===== config.mk =====
export PLATFORM = sky130hd
export DESIGN_NAME = pixel_point_operation_unit_top
export DESIGN_NICKNAME = d
export VERILOG_FILES = /design/src/hw/rtl/ppou_pkg.sv /design/src/hw/rtl/ppou_ram.sv /design/src/hw/rtl/ppou_front.sv /design/src/hw/rtl/ppou_div.sv /design/src/hw/rtl/ppou_out.sv /design/src/hw/rtl/pixel_point_operation_unit_top.sv
export SDC_FILE = /design/constraint.sdc
export NUM_CORES = 2
export LEC_CHECK = 0
export BUFFER_PORTS_ARGS = -buffer_cell sky130_fd_sc_hd__buf_2
export CORE_MARGIN = 3
export CORE_UTILIZATION = 45
export CTS_BUF_LIST = sky130_fd_sc_hd__clkbuf_2
export CTS_CLUSTER_SIZE = 8
export DETAILED_ROUTE_END_ITERATION = 8
export HOLD_SLACK_MARGIN = 0.05
export SYNTH_ARGS = -nofsm -noshare
export SYNTH_HDL_FRONTEND = slang
export SYNTH_SLANG_ARGS = --single-unit

===== constraint.sdc =====
create_clock -name clk -period 11.5 [get_ports clk]
set_clock_uncertainty 0.1 [all_clocks]
set_input_delay 2.3 -clock clk [delete_from_list [all_inputs] [get_ports clk]]
set_output_delay 2.3 -clock clk [all_outputs]
set_load 0.05 [all_outputs]

===== src/hw/rtl/ppou_pkg.sv =====
// shared types, constants and register codes of the pixel point operation unit
`timescale 1ns / 1ps
package ppou_pkg;

	localparam int PIXEL_BITS     = 8;
	localparam int GAIN_FRAC_BITS = 12;
	localparam int GAIN_BITS      = 16;
	localparam int THR_BITS       = PIXEL_BITS + 1;
	localparam int NUM_BITS       = 2 * PIXEL_BITS;
	localparam int PROD_BITS      = PIXEL_BITS + GAIN_BITS;
	localparam int WHOLE_BITS     = PIXEL_BITS + GAIN_FRAC_BITS;
	localparam int DIV_STAGES     = PIXEL_BITS;
	localparam int TABLE_DEPTH    = 1 << PIXEL_BITS;
	localparam int REG_IDX_BITS   = 3;
	localparam int REG_DATA_BITS  = GAIN_BITS;
	localparam int IN_DATA_BITS   = 3 * PIXEL_BITS;

	localparam logic [PIXEL_BITS-1:0] PIX_MAX = {PIXEL_BITS{1'b1}};

	typedef enum logic [2:0] {
		MODE_TABLE     = 3'd0,
		MODE_NEGATIVE  = 3'd1,
		MODE_DIM       = 3'd2,
		MODE_BRIGHTEN  = 3'd3,
		MODE_STRETCH   = 3'd4,
		MODE_COMPRESS  = 3'd5,
		MODE_THRESHOLD = 3'd6
	} mode_t;

	localparam logic [REG_IDX_BITS-1:0] REG_MODE         = 3'd0;
	localparam logic [REG_IDX_BITS-1:0] REG_GAIN         = 3'd1;
	localparam logic [REG_IDX_BITS-1:0] REG_STRETCH_LOW  = 3'd2;
	localparam logic [REG_IDX_BITS-1:0] REG_STRETCH_HIGH = 3'd3;
	localparam logic [REG_IDX_BITS-1:0] REG_OUT_LOW      = 3'd4;
	localparam logic [REG_IDX_BITS-1:0] REG_OUT_HIGH     = 3'd5;
	localparam logic [REG_IDX_BITS-1:0] REG_THRESHOLD    = 3'd6;

	typedef struct packed {
		mode_t                 mode;
		logic [GAIN_BITS-1:0]  gain;
		logic [PIXEL_BITS-1:0] stretch_low;
		logic [PIXEL_BITS-1:0] stretch_high;
		logic [PIXEL_BITS-1:0] out_low;
		logic [PIXEL_BITS-1:0] out_high;
		logic [THR_BITS-1:0]   threshold_level;
	} cfg_t;

	localparam cfg_t CFG_RESET = '{
		mode:            MODE_NEGATIVE,
		gain:            '0,
		stretch_low:     '0,
		stretch_high:    PIX_MAX,
		out_low:         '0,
		out_high:        PIX_MAX,
		threshold_level: THR_BITS'(1 << (PIXEL_BITS - 1))
	};

	typedef struct packed {
		logic [NUM_BITS-1:0]   rem;
		logic [PIXEL_BITS-1:0] den;
		logic [PIXEL_BITS-1:0] quo;
		logic [PIXEL_BITS-1:0] res;
		logic                  use_div;
		logic                  comp;
		logic                  neg;
		logic                  last;
	} div_item_t;

endpackage


===== src/hw/rtl/ppou_ram.sv =====
// generic single write port, single read port ram with registered read
`timescale 1ns / 1ps
module ppou_ram #(
	parameter int WIDTH = 8,
	parameter int DEPTH = 256
) (
	input  logic                     clk,
	input  logic                     we,
	input  logic [$clog2(DEPTH)-1:0] waddr,
	input  logic [WIDTH-1:0]         wdata,
	input  logic                     re,
	input  logic [$clog2(DEPTH)-1:0] raddr,
	output logic [WIDTH-1:0]         rdata
);

	logic [WIDTH-1:0] mem_q [DEPTH];
	logic [WIDTH-1:0] rdata_q;

	always_ff @(posedge clk) begin
		if (we) begin
			mem_q[waddr] <= wdata;
		end
		if (re) begin
			rdata_q <= mem_q[raddr];
		end
	end

	assign rdata = rdata_q;

endmodule


===== src/hw/rtl/ppou_front.sv =====
// input stages: table access, multiplies and per-mode result selection
`timescale 1ns / 1ps
module ppou_front import ppou_pkg::*; (
	input  logic                    clk,
	input  logic                    arst_n,
	input  cfg_t                    cfg,
	input  logic                    s_tvalid,
	output logic                    s_tready,
	input  logic [IN_DATA_BITS-1:0] s_tdata,
	input  logic                    s_tlast,
	input  logic                    s_tuser,
	output logic                    valid_out,
	output div_item_t               item_out,
	input  logic                    ready_in
);

	logic                  valid_s1, valid_s2, valid_s3;
	logic                  ready_s1, ready_s2, ready_s3;
	logic [PIXEL_BITS-1:0] pix_s1, pix_s2, tbl_s2;
	logic                  last_s1, last_s2;
	logic [PROD_BITS-1:0]  prod_s2;
	logic [NUM_BITS-1:0]   num_s2;
	logic [PIXEL_BITS-1:0] den_s2;
	logic                  neg_s2;
	div_item_t             item_s3;

	logic [PIXEL_BITS-1:0] pixel_in, entry_index, entry_value, tbl_rd;
	logic                  accept;

	logic [PIXEL_BITS-1:0] lo_diff, mag;
	logic [NUM_BITS-1:0]   num_d;
	logic [PIXEL_BITS-1:0] den_d;

	logic [WHOLE_BITS-1:0] whole;
	logic [PROD_BITS-1:0]  dim_d;
	logic [PROD_BITS:0]    bright_sum;
	div_item_t             item_d;

	assign pixel_in    = s_tdata[PIXEL_BITS-1:0];
	assign entry_index = s_tdata[2*PIXEL_BITS-1:PIXEL_BITS];
	assign entry_value = s_tdata[3*PIXEL_BITS-1:2*PIXEL_BITS];

	assign ready_s3 = !valid_s3 || ready_in;
	assign ready_s2 = !valid_s2 || ready_s3;
	assign ready_s1 = !valid_s1 || ready_s2;
	assign s_tready = ready_s1;
	assign accept   = s_tvalid && s_tready;

	ppou_ram #(
		.WIDTH(PIXEL_BITS),
		.DEPTH(TABLE_DEPTH)
	) u_table (
		.clk  (clk),
		.we   (accept && s_tuser),
		.waddr(entry_index),
		.wdata(entry_value),
		.re   (accept && !s_tuser),
		.raddr(pixel_in),
		.rdata(tbl_rd)
	);

	// stage 1: capture pixel, table read in flight
	always_ff @(posedge clk or negedge arst_n) begin
		if (!arst_n) begin
			valid_s1 <= 1'b0;
		end else if (ready_s1) begin
			valid_s1 <= accept && !s_tuser;
		end
	end

	always_ff @(posedge clk) begin
		if (ready_s1) begin
			pix_s1  <= pixel_in;
			last_s1 <= s_tlast;
		end
	end

	// stage 2: gain product and divider operands
	always_comb begin
		lo_diff = pix_s1 - cfg.stretch_low;
		if (cfg.out_high < cfg.out_low) begin
			mag = cfg.out_low - cfg.out_high;
		end else begin
			mag = cfg.out_high - cfg.out_low;
		end
		if (cfg.mode == MODE_STRETCH) begin
			num_d = {lo_diff, {PIXEL_BITS{1'b0}}} - NUM_BITS'(lo_diff);
			den_d = cfg.stretch_high - cfg.stretch_low;
		end else begin
			num_d = NUM_BITS'(pix_s1 * mag);
			den_d = PIX_MAX;
		end
	end

	always_ff @(posedge clk or negedge arst_n) begin
		if (!arst_n) begin
			valid_s2 <= 1'b0;
		end else if (ready_s2) begin
			valid_s2 <= valid_s1;
		end
	end

	always_ff @(posedge clk) begin
		if (ready_s2) begin
			pix_s2  <= pix_s1;
			last_s2 <= last_s1;
			tbl_s2  <= tbl_rd;
			prod_s2 <= PROD_BITS'(pix_s1 * cfg.gain);
			num_s2  <= num_d;
			den_s2  <= den_d;
			neg_s2  <= cfg.out_high < cfg.out_low;
		end
	end

	// stage 3: per-mode result, or hand-off to the divider
	always_comb begin
		whole      = {pix_s2, {GAIN_FRAC_BITS{1'b0}}};
		dim_d      = PROD_BITS'(whole) - prod_s2;
		bright_sum = (PROD_BITS + 1)'(whole) + (PROD_BITS + 1)'(prod_s2);
		item_d         = '0;
		item_d.rem     = num_s2;
		item_d.den     = den_s2;
		item_d.last    = last_s2;
		item_d.neg     = neg_s2;
		case (cfg.mode)
			MODE_TABLE: begin
				item_d.res = tbl_s2;
			end
			MODE_NEGATIVE: begin
				item_d.res = PIX_MAX - pix_s2;
			end
			MODE_DIM: begin
				if (prod_s2 >= PROD_BITS'(whole)) begin
					item_d.res = '0;
				end else begin
					item_d.res = dim_d[WHOLE_BITS-1:GAIN_FRAC_BITS];
				end
			end
			MODE_BRIGHTEN: begin
				if (bright_sum[PROD_BITS:GAIN_FRAC_BITS] >
						(PROD_BITS - GAIN_FRAC_BITS + 1)'(PIX_MAX)) begin
					item_d.res = PIX_MAX;
				end else begin
					item_d.res = bright_sum[GAIN_FRAC_BITS+PIXEL_BITS-1:GAIN_FRAC_BITS];
				end
			end
			MODE_STRETCH: begin
				if (pix_s2 >= cfg.stretch_high) begin
					item_d.res = PIX_MAX;
				end else if (pix_s2 < cfg.stretch_low) begin
					item_d.res = '0;
				end else begin
					item_d.use_div = 1'b1;
				end
			end
			MODE_COMPRESS: begin
				item_d.use_div = 1'b1;
				item_d.comp    = 1'b1;
			end
			MODE_THRESHOLD: begin
				item_d.res = ({1'b0, pix_s2} >= cfg.threshold_level) ? PIX_MAX : '0;
			end
			default: begin
				item_d.res = pix_s2;
			end
		endcase
	end

	always_ff @(posedge clk or negedge arst_n) begin
		if (!arst_n) begin
			valid_s3 <= 1'b0;
		end else if (ready_s3) begin
			valid_s3 <= valid_s2;
		end
	end

	always_ff @(posedge clk) begin
		if (ready_s3) begin
			item_s3 <= item_d;
		end
	end

	assign valid_out = valid_s3;
	assign item_out  = item_s3;

endmodule


===== src/hw/rtl/ppou_div.sv =====
// pipelined restoring divider, one quotient bit per stage
`timescale 1ns / 1ps
module ppou_div import ppou_pkg::*; (
	input  logic      clk,
	input  logic      arst_n,
	input  logic      in_valid,
	output logic      in_ready,
	input  div_item_t in_item,
	output logic      out_valid,
	input  logic      out_ready,
	output div_item_t out_item
);

	// stages s4 to s11
	logic [DIV_STAGES-1:0] valid_sn;
	logic [DIV_STAGES-1:0] rdy;
	div_item_t             item_sn [DIV_STAGES];

	for (genvar k = 0; k < DIV_STAGES; k++) begin : g_stage
		localparam int SH = DIV_STAGES - 1 - k;

		div_item_t           src;
		div_item_t           nxt;
		logic                src_valid;
		logic                nxt_rdy;
		logic [NUM_BITS-1:0] trial;

		if (k == 0) begin : g_first
			assign src       = in_item;
			assign src_valid = in_valid;
		end else begin : g_chain
			assign src       = item_sn[k-1];
			assign src_valid = valid_sn[k-1];
		end

		if (k == DIV_STAGES - 1) begin : g_tail
			assign nxt_rdy = out_ready;
		end else begin : g_body
			assign nxt_rdy = rdy[k+1];
		end

		assign rdy[k] = !valid_sn[k] || nxt_rdy;
		assign trial  = NUM_BITS'(src.den) << SH;

		always_comb begin
			nxt = src;
			if (src.rem >= trial) begin
				nxt.rem     = src.rem - trial;
				nxt.quo[SH] = 1'b1;
			end
		end

		always_ff @(posedge clk or negedge arst_n) begin
			if (!arst_n) begin
				valid_sn[k] <= 1'b0;
			end else if (rdy[k]) begin
				valid_sn[k] <= src_valid;
			end
		end

		always_ff @(posedge clk) begin
			if (rdy[k]) begin
				item_sn[k] <= nxt;
			end
		end
	end

	assign in_ready  = rdy[0];
	assign out_valid = valid_sn[DIV_STAGES-1];
	assign out_item  = item_sn[DIV_STAGES-1];

endmodule


===== src/hw/rtl/ppou_out.sv =====
// output register: final result assembly for direct results and divider modes
`timescale 1ns / 1ps
module ppou_out import ppou_pkg::*; (
	input  logic                  clk,
	input  logic                  arst_n,
	input  logic [PIXEL_BITS-1:0] out_low,
	input  logic                  in_valid,
	output logic                  in_ready,
	input  div_item_t             in_item,
	output logic                  m_tvalid,
	input  logic                  m_tready,
	output logic [PIXEL_BITS-1:0] m_tdata,
	output logic                  m_tlast
);

	logic                  valid_q;
	logic [PIXEL_BITS-1:0] pix_q;
	logic                  last_q;
	logic [PIXEL_BITS-1:0] pix_d;

	assign in_ready = !valid_q || m_tready;

	always_comb begin
		if (!in_item.use_div) begin
			pix_d = in_item.res;
		end else if (!in_item.comp) begin
			pix_d = in_item.quo;
		end else if (in_item.neg) begin
			pix_d = out_low - in_item.quo;
		end else begin
			pix_d = out_low + in_item.quo;
		end
	end

	always_ff @(posedge clk or negedge arst_n) begin
		if (!arst_n) begin
			valid_q <= 1'b0;
		end else if (in_ready) begin
			valid_q <= in_valid;
		end
	end

	always_ff @(posedge clk) begin
		if (in_ready) begin
			pix_q  <= pix_d;
			last_q <= in_item.last;
		end
	end

	assign m_tvalid = valid_q;
	assign m_tdata  = pix_q;
	assign m_tlast  = last_q;

endmodule


===== src/hw/rtl/pixel_point_operation_unit_top.sv =====
// top level of the pixel point operation unit: config registers and stage chain
// a pixel passes stages s1 to s3, the divider stages and the output register before m_tvalid
// throughput: one item per cycle while m_tready does not stall the chain; the twelve-stage
// chain is set by the eight-stage shared divider for stretch and compress
// a table write item gives no result
// reset clears valid bits and restores register defaults; table is undefined until written
`timescale 1ns / 1ps
module pixel_point_operation_unit_top import ppou_pkg::*; (
	input  logic                     clk,
	input  logic                     arst_n,
	input  logic                     cfg_we,
	input  logic [REG_IDX_BITS-1:0]  cfg_addr,
	input  logic [REG_DATA_BITS-1:0] cfg_wdata,
	input  logic                     s_tvalid,
	output logic                     s_tready,
	input  logic [IN_DATA_BITS-1:0]  s_tdata,  // pixel_in, entry_index, entry_value
	input  logic                     s_tlast,
	input  logic                     s_tuser,  // action
	output logic                     m_tvalid,
	input  logic                     m_tready,
	output logic [PIXEL_BITS-1:0]    m_tdata,  // pixel_out
	output logic                     m_tlast
);

	cfg_t      cfg_q;
	logic      front_valid, front_ready;
	div_item_t front_item;
	logic      div_valid, div_ready;
	div_item_t div_item;

	always_ff @(posedge clk or negedge arst_n) begin
		if (!arst_n) begin
			cfg_q <= CFG_RESET;
		end else if (cfg_we) begin
			unique case (cfg_addr)
				REG_MODE:         cfg_q.mode            <= mode_t'(cfg_wdata[2:0]);
				REG_GAIN:         cfg_q.gain            <= cfg_wdata[GAIN_BITS-1:0];
				REG_STRETCH_LOW:  cfg_q.stretch_low     <= cfg_wdata[PIXEL_BITS-1:0];
				REG_STRETCH_HIGH: cfg_q.stretch_high    <= cfg_wdata[PIXEL_BITS-1:0];
				REG_OUT_LOW:      cfg_q.out_low         <= cfg_wdata[PIXEL_BITS-1:0];
				REG_OUT_HIGH:     cfg_q.out_high        <= cfg_wdata[PIXEL_BITS-1:0];
				REG_THRESHOLD:    cfg_q.threshold_level <= cfg_wdata[THR_BITS-1:0];
				default: begin
				end
			endcase
		end
	end

	ppou_front u_front (
		.clk      (clk),
		.arst_n   (arst_n),
		.cfg      (cfg_q),
		.s_tvalid (s_tvalid),
		.s_tready (s_tready),
		.s_tdata  (s_tdata),
		.s_tlast  (s_tlast),
		.s_tuser  (s_tuser),
		.valid_out(front_valid),
		.item_out (front_item),
		.ready_in (front_ready)
	);

	ppou_div u_div (
		.clk      (clk),
		.arst_n   (arst_n),
		.in_valid (front_valid),
		.in_ready (front_ready),
		.in_item  (front_item),
		.out_valid(div_valid),
		.out_ready(div_ready),
		.out_item (div_item)
	);

	ppou_out u_out (
		.clk     (clk),
		.arst_n  (arst_n),
		.out_low (cfg_q.out_low),
		.in_valid(div_valid),
		.in_ready(div_ready),
		.in_item (div_item),
		.m_tvalid(m_tvalid),
		.m_tready(m_tready),
		.m_tdata (m_tdata),
		.m_tlast (m_tlast)
	);

endmodule


[Yosys cells after proc, flatten, opt, wreduce, memory -nomap -nowiden]
Memory sizes are Yosys's and may differ from the RTL's. A register that Yosys moved wholly into a read port is not among the register bits.
Index checks and enable logic that the tools add are counted.
Storage, ports and cells
  latch bits: 0
  RAM bits: 2400
  memories kept: 2
  bits in registers: 192
  input port bits: 50
  memory bits (read-only): 0
Cells by class
  multiplexer cells: 48
  $add $sub $neg: 18
  equal/unequal tests: 12
  div/mod/pow operators: 0
  multipliers: 2
  shift-type cells: 0
  bitwise gates (word level): 0
  $lt $le $gt $ge: 14
  reductions and logical operators: 37
Memories
  u_front.u_table.mem_q: words 256, bits a word 8, rd ports 1, clocked after memory_dff 1, write ports 1, RTL line ppou_ram.sv:16  | logic [WIDTH-1:0] mem_q [DEPTH];
  u_div.item_sn: words 8, bits a word 44, rd ports 8, clocked after memory_dff 0, write ports 8, RTL line ppou_div.sv:17  | div_item_t item_sn [DIV_STAGES];
Operators by type and width (number)
  $mux 16: 9
  $mux 8: 8
  $pmux 8 s7: 1
  $sub 8x8->8: 5
  $sub 16x8->16: 2
  $mux 1: 29
  $add 20x24->25: 1
  $ge 24x20->1: 1
  $mul 8x16->24: 1
  $sub 20x20->20: 1
  $eq 3x3->1 const B: 6
  $ge 16x10->1: 1
  $ge 16x11->1: 1
  $ge 16x12->1: 1
  $ge 16x13->1: 1
  $ge 16x14->1: 1
  $ge 16x15->1: 1
  $ge 16x8->1: 1
  $ge 16x9->1: 1
  $lt 8x8->1: 2
  $mul 8x8->16: 1
  $sub 16x10->16: 1
  $sub 16x11->16: 1
  $sub 16x12->16: 1
  17 further kinds: 53

[Depth between registers and ports, before layout]
  depth in word-level cells: 17
  gate-level depth with buffers: 28

[Modules after synthesis]
From an unflattened synthesis, not the netlist that was laid out.
Unflattened totals
  cell total of the unflattened synthesis: 6365
  area, all modules: 111434.4 µm²
By module, submodules not included
  ppou_ram: sequential area each 61739.2 µm², cells each 3733, times used 1, area an instance 79636.4 µm²
  ppou_div: sequential area each 10770.3 µm², cells each 1067, times used 1, area an instance 15452.3 µm²
  ppou_front: sequential area each 3408.3 µm², cells each 1334, times used 1, area an instance 13118.8 µm²
  pixel_point_operation_unit_top: sequential area each 1524.0 µm², cells each 132, times used 1, area an instance 2313.5 µm²
  ppou_out: sequential area each 295.3 µm², cells each 99, times used 1, area an instance 913.4 µm²

[Least setup slack after synthesis]
Ideal clock, no wire load.
  path type: input -> output
  start: in m_tready
  end: out s_tready
  data required time: 9100 ps
  stages: 7
  arrival: 5232 ps
  slack: 3868 ps
  cell sequence: and3b_1 -> nand4_1 -> nor2_1 -> and3_1 -> and3_1 -> clkbuf_1 -> inv_1
On the way
  longest elaborated chain between the ends: 12
RTL lines
  from (decl): RTL line pixel_point_operation_unit_top.sv:20  | input logic m_tready,
  $logic_or 1x1->1: RTL line ppou_out.sv:21  | assign in_ready = !valid_q || m_tready;
  $logic_or 1x1->1 (6 in a row): RTL line ppou_div.sv:42  | assign rdy[k] = !valid_sn[k] || nxt_rdy;
  named net u_div.g_stage[1].nxt_rdy: RTL line ppou_div.sv:25  | logic nxt_rdy;
  $logic_or 1x1->1 (2 in a row): RTL line ppou_div.sv:42
  $logic_or 1x1->1: RTL line ppou_front.sv:43  | assign ready_s3 = !valid_s3 || ready_in;
  $logic_or 1x1->1: RTL line ppou_front.sv:44  | assign ready_s2 = !valid_s2 || ready_s3;
  $logic_or 1x1->1: RTL line ppou_front.sv:45  | assign ready_s1 = !valid_s1 || ready_s2;
  to (decl): RTL line pixel_point_operation_unit_top.sv:15  | output logic s_tready,
The timed path passes the listed nets, and every way through them passes these cells.

[Final worst setup path]
  start: reg, netlist name cfg_q[18]
  end: reg u_front.num_s2[15] (data pin)
On the way
  longest elaborated chain between the ends: 4
RTL lines
  $sub 8x8->8, or another cell as far along: RTL line ppou_front.sv:84  | mag = cfg.out_high - cfg.out_low;
  $mux 8 *: RTL line ppou_front.sv:81  | if (cfg.out_high < cfg.out_low) begin
  $mul 8x8->16 *: RTL line ppou_front.sv:90  | num_d = NUM_BITS'(pix_s1 * mag);
  $mux 16 *: RTL line ppou_front.sv:86  | if (cfg.mode == MODE_STRETCH) begin
  named net u_front.num_d[15]: RTL line ppou_front.sv:31  | logic [NUM_BITS-1:0] num_d;
  to (signal assigned): RTL line ppou_front.sv:109  | num_s2 <= num_d;
  to (decl): RTL line ppou_front.sv:22  | logic [NUM_BITS-1:0] num_s2;
The timed path passes the listed nets; every way through them passes the cells marked *.
A chain may end at the register's enable or synchronous reset.

==> metrics.yaml <==
hold_viol: 0
holdBufCountCts: 0
ys_seq_area_share_pct: 70.2
grt_usage_pct: 20.3
clk_latency_ps: 1850
cts.sinks: 2548
drt_first_pass_iters: 5
slew_headroom_pct: 16.4
cap_violations: 0
post_cts_buffers: 0
cts_buffers: 645
vdd_drop_max_uv: 450
die_h_um: 497
drc_errors: 0
tightestPinTransition_ps: 1250
nNetsFinal: 6879
synth_common_cells: "edfxtp_1, mux4_2, nor2_1"
io_pins: 61
drive_gt1_share_pct: 26.1
yosys_most_used_dff: "edfxtp_1"
cts_tree: "done"
wire_per_inst_um: 25.0
setup.worst_path.start: "cfg_q[18]"
drt_wl_total_um: 252000
drv_slew: 0
critPathKind: "flop to flop"
gp_congestion: 0.850
htreeDepth: 6
via_per_inst: 5.56
r2r_slack_ps: 4020
ant_nets: 0
end_kind: "flop"
yosysUniqueCellTypes: 83
ys_warn_count: 0
grt-ovfl-total: 0
die_w_um: 497
cp-endpoint: "u_front.num_s2[15]"
core_area_um2: 239000
rows: 179
p_leak_nw: 41.3
synthCells: 5949
synth_edf_count: 2476
crit_required_ps: 12890
cts_resized: 0
cts_root_buf: "clkbuf_2"
clk_pin_slew_ps: 100
fin_setup_tns_ps: 0
min_period_ps: 7480
grt_max_degree: 121
synth_largest_area_cell: "edfxtp_1"
cp_max_fo: 8
initialDrtViolationCount: 4775
rr_worst_depth: 24
vias: 56100
grt_pass1_vias: 58600
fillers: 20100
synthArstFlopShare_pct: 2.83
holdWs_ps: 259
yosysMostFrequentCell: "edfxtp_1"
syn_nets: 6360
area_growth_pct: 8.98
dp.final_hpwl_um: 153000
synth_seq_cells: 2548
r2r-end: "u_front.num_s2[15]"
antenna_found_initial: 18
regToRegStartpoint: "cfg_q[18]"
syn_area_per_cell_um2: 18.2
startpoint_type: "flop"
final_util_pct: 49.5
status: "finished, final reports clean"
fmax_mhz: 134
start_util_pct: 45.4
grt_pass1_wl_um: 377000
dieArea_um2: 247000
clock_path_buffers: 4
port_buffers: 60
synth_area_um2: 108000
p_per_area_nw_per_um2: 214
fin_crit_sh_pct: 65.0
rsz0062_at_grt: "false"
hp-class: "flop to flop"
setup_violations: 0
synth_top_cell_area_share_pct: 68.6
arrival_ps: 8870
ys_top_cells_by_area: "edfxtp_1, mux4_2, ha_1"
==> worst max-delay path, stage by stage, from the launching register on <==
cell      delay [ps]
dfrtp_1          490
inv_1            140
fa_1             440
a21oi_1          240
o21ai_1          200
o22ai_4          300
mux2_2           430
a22o_1           210
a211oi_1         230
xnor2_1          320
nand2_1          150
fa_1             500
fa_1             500
inv_1             50
fa_1             480
inv_1             60
fa_1             480
inv_1             40
ha_1             310
a21boi_0         180
o41ai_1          490
o21ai_0          220
o41ai_1          330
xnor2_1          180
mux2i_1          120
==> registers in the layout, indices dropped and copies added, names as in the netlist, 7 cells and up <==
name / count
cfg_q: 60
u_div.g_stage.src_valid: 7
u_div.item_sn: 300
u_front.den_s2: 8
u_front.item_out: 36
u_front.num_s2: 16
u_front.pix_s1: 8
u_front.pix_s2: 8
u_front.prod_s2: 24
u_front.tbl_s2: 8
u_front.u_table.mem_q: 2048
u_front.u_table.rdata: 8
u_out.m_tdata: 8
==> power by group <==
group          internal, mW  switching [mW]  leakage [nW]
sequential             11.2           0.396          23.7
clock                  2.48            3.60          4.37
combinational          3.18            4.40          13.3
==> metal layers <==
layer | part of all wire, % | wire length [µm] | up-vias | global-route usage (%)
met5 | 0.011 | 27 | - | 0
met4 | 2.4 | 5970 | 4 | 6.16
met2 | 48 | 122000 | 1918 | 32.6
li1 | - | - | 24800 | -
met1 | 42 | 106000 | 29000 | 28.0
met3 | 7.0 | 17600 | 427 | 4.65
==> worst min path at each step <==
stage	from	end	slack, ps	cells after the start
finish	u_div.item_sn[1][0]	u_div.item_sn[1][44]	260	0
global route	u_div.item_sn[1][3]	u_div.item_sn[1][47]	240	0
CTS	u_div.item_sn[1][3]	u_div.item_sn[1][47]	240	0
detailed placement	u_div.item_sn[0][63]	u_div.item_sn[0][107]	300	0
global placement	u_div.item_sn[1][99]	u_div.item_sn[1][143]	300	0
floorplan	u_front.item_out[0]	u_div.item_sn[0][0]	300	0
==> area by class of cell <==
cell class | instances | area, µm² | area share [%]
Sequential cell | 2548 | 76200 | 64.5
Multi-Input combinational cell | 2821 | 30000 | 25.4
Clock buffer | 910 | 4550 | 3.85
Tap cell | 3167 | 3960 | 3.35
Inverter | 320 | 1200 | 1.02
Clock inverter | 182 | 1180 | 1.00
Timing Repair Buffer | 132 | 1050 | 0.885
Antenna cell | 18 | 45.0 | 0.0381
==> stage by stage <==
step	setup slack (ps)	area (µm²)	instances	total power, mW
after global routing	3570	118000	10100	27.1
after CTS	4030	118000	10100	25.6
after detailed placement	4180	112000	8988	19.4
final	4020	118000	10100	25.3
after global placement	4230	112000	8988	19.3
after floorplan	3870	108000	5949	17.3
==> cells by family after synthesis <==
family	synth area share, %
flops	70.2
xor+xnor	0.921
simple gates	4.33
compound gates	3.17
mux	14.1
buf+inv	2.15
fa+ha+maj	5.09
==> cell usage in the layout (no fill, tap or decap), types with 28 or more instances in the layout <==
master	synthesis	final
nand2_1	236	230
o22ai_1	30	30
mux2i_1	161	161
edfxtp_1	2476	2476
dfrtp_1	54	54
buf_2	69	46
mux2_2	62	62
a21o_1	33	33
and2_1	95	95
o21ai_0	103	103
mux4_2	576	576
fa_1	133	133
nor2b_1	45	43
nand3_1	35	28
nor2_1	416	415
clkinv_1	0	115
xor2_1	34	34
nor3_1	40	40
buf_4	14	67
clkbuf_2	0	910
xnor2_1	80	80
ha_1	228	228
inv_1	319	319
a22oi_1	64	64
nand2b_1	33	33
a21oi_1	158	158
(Power assumes the default switching activity.)
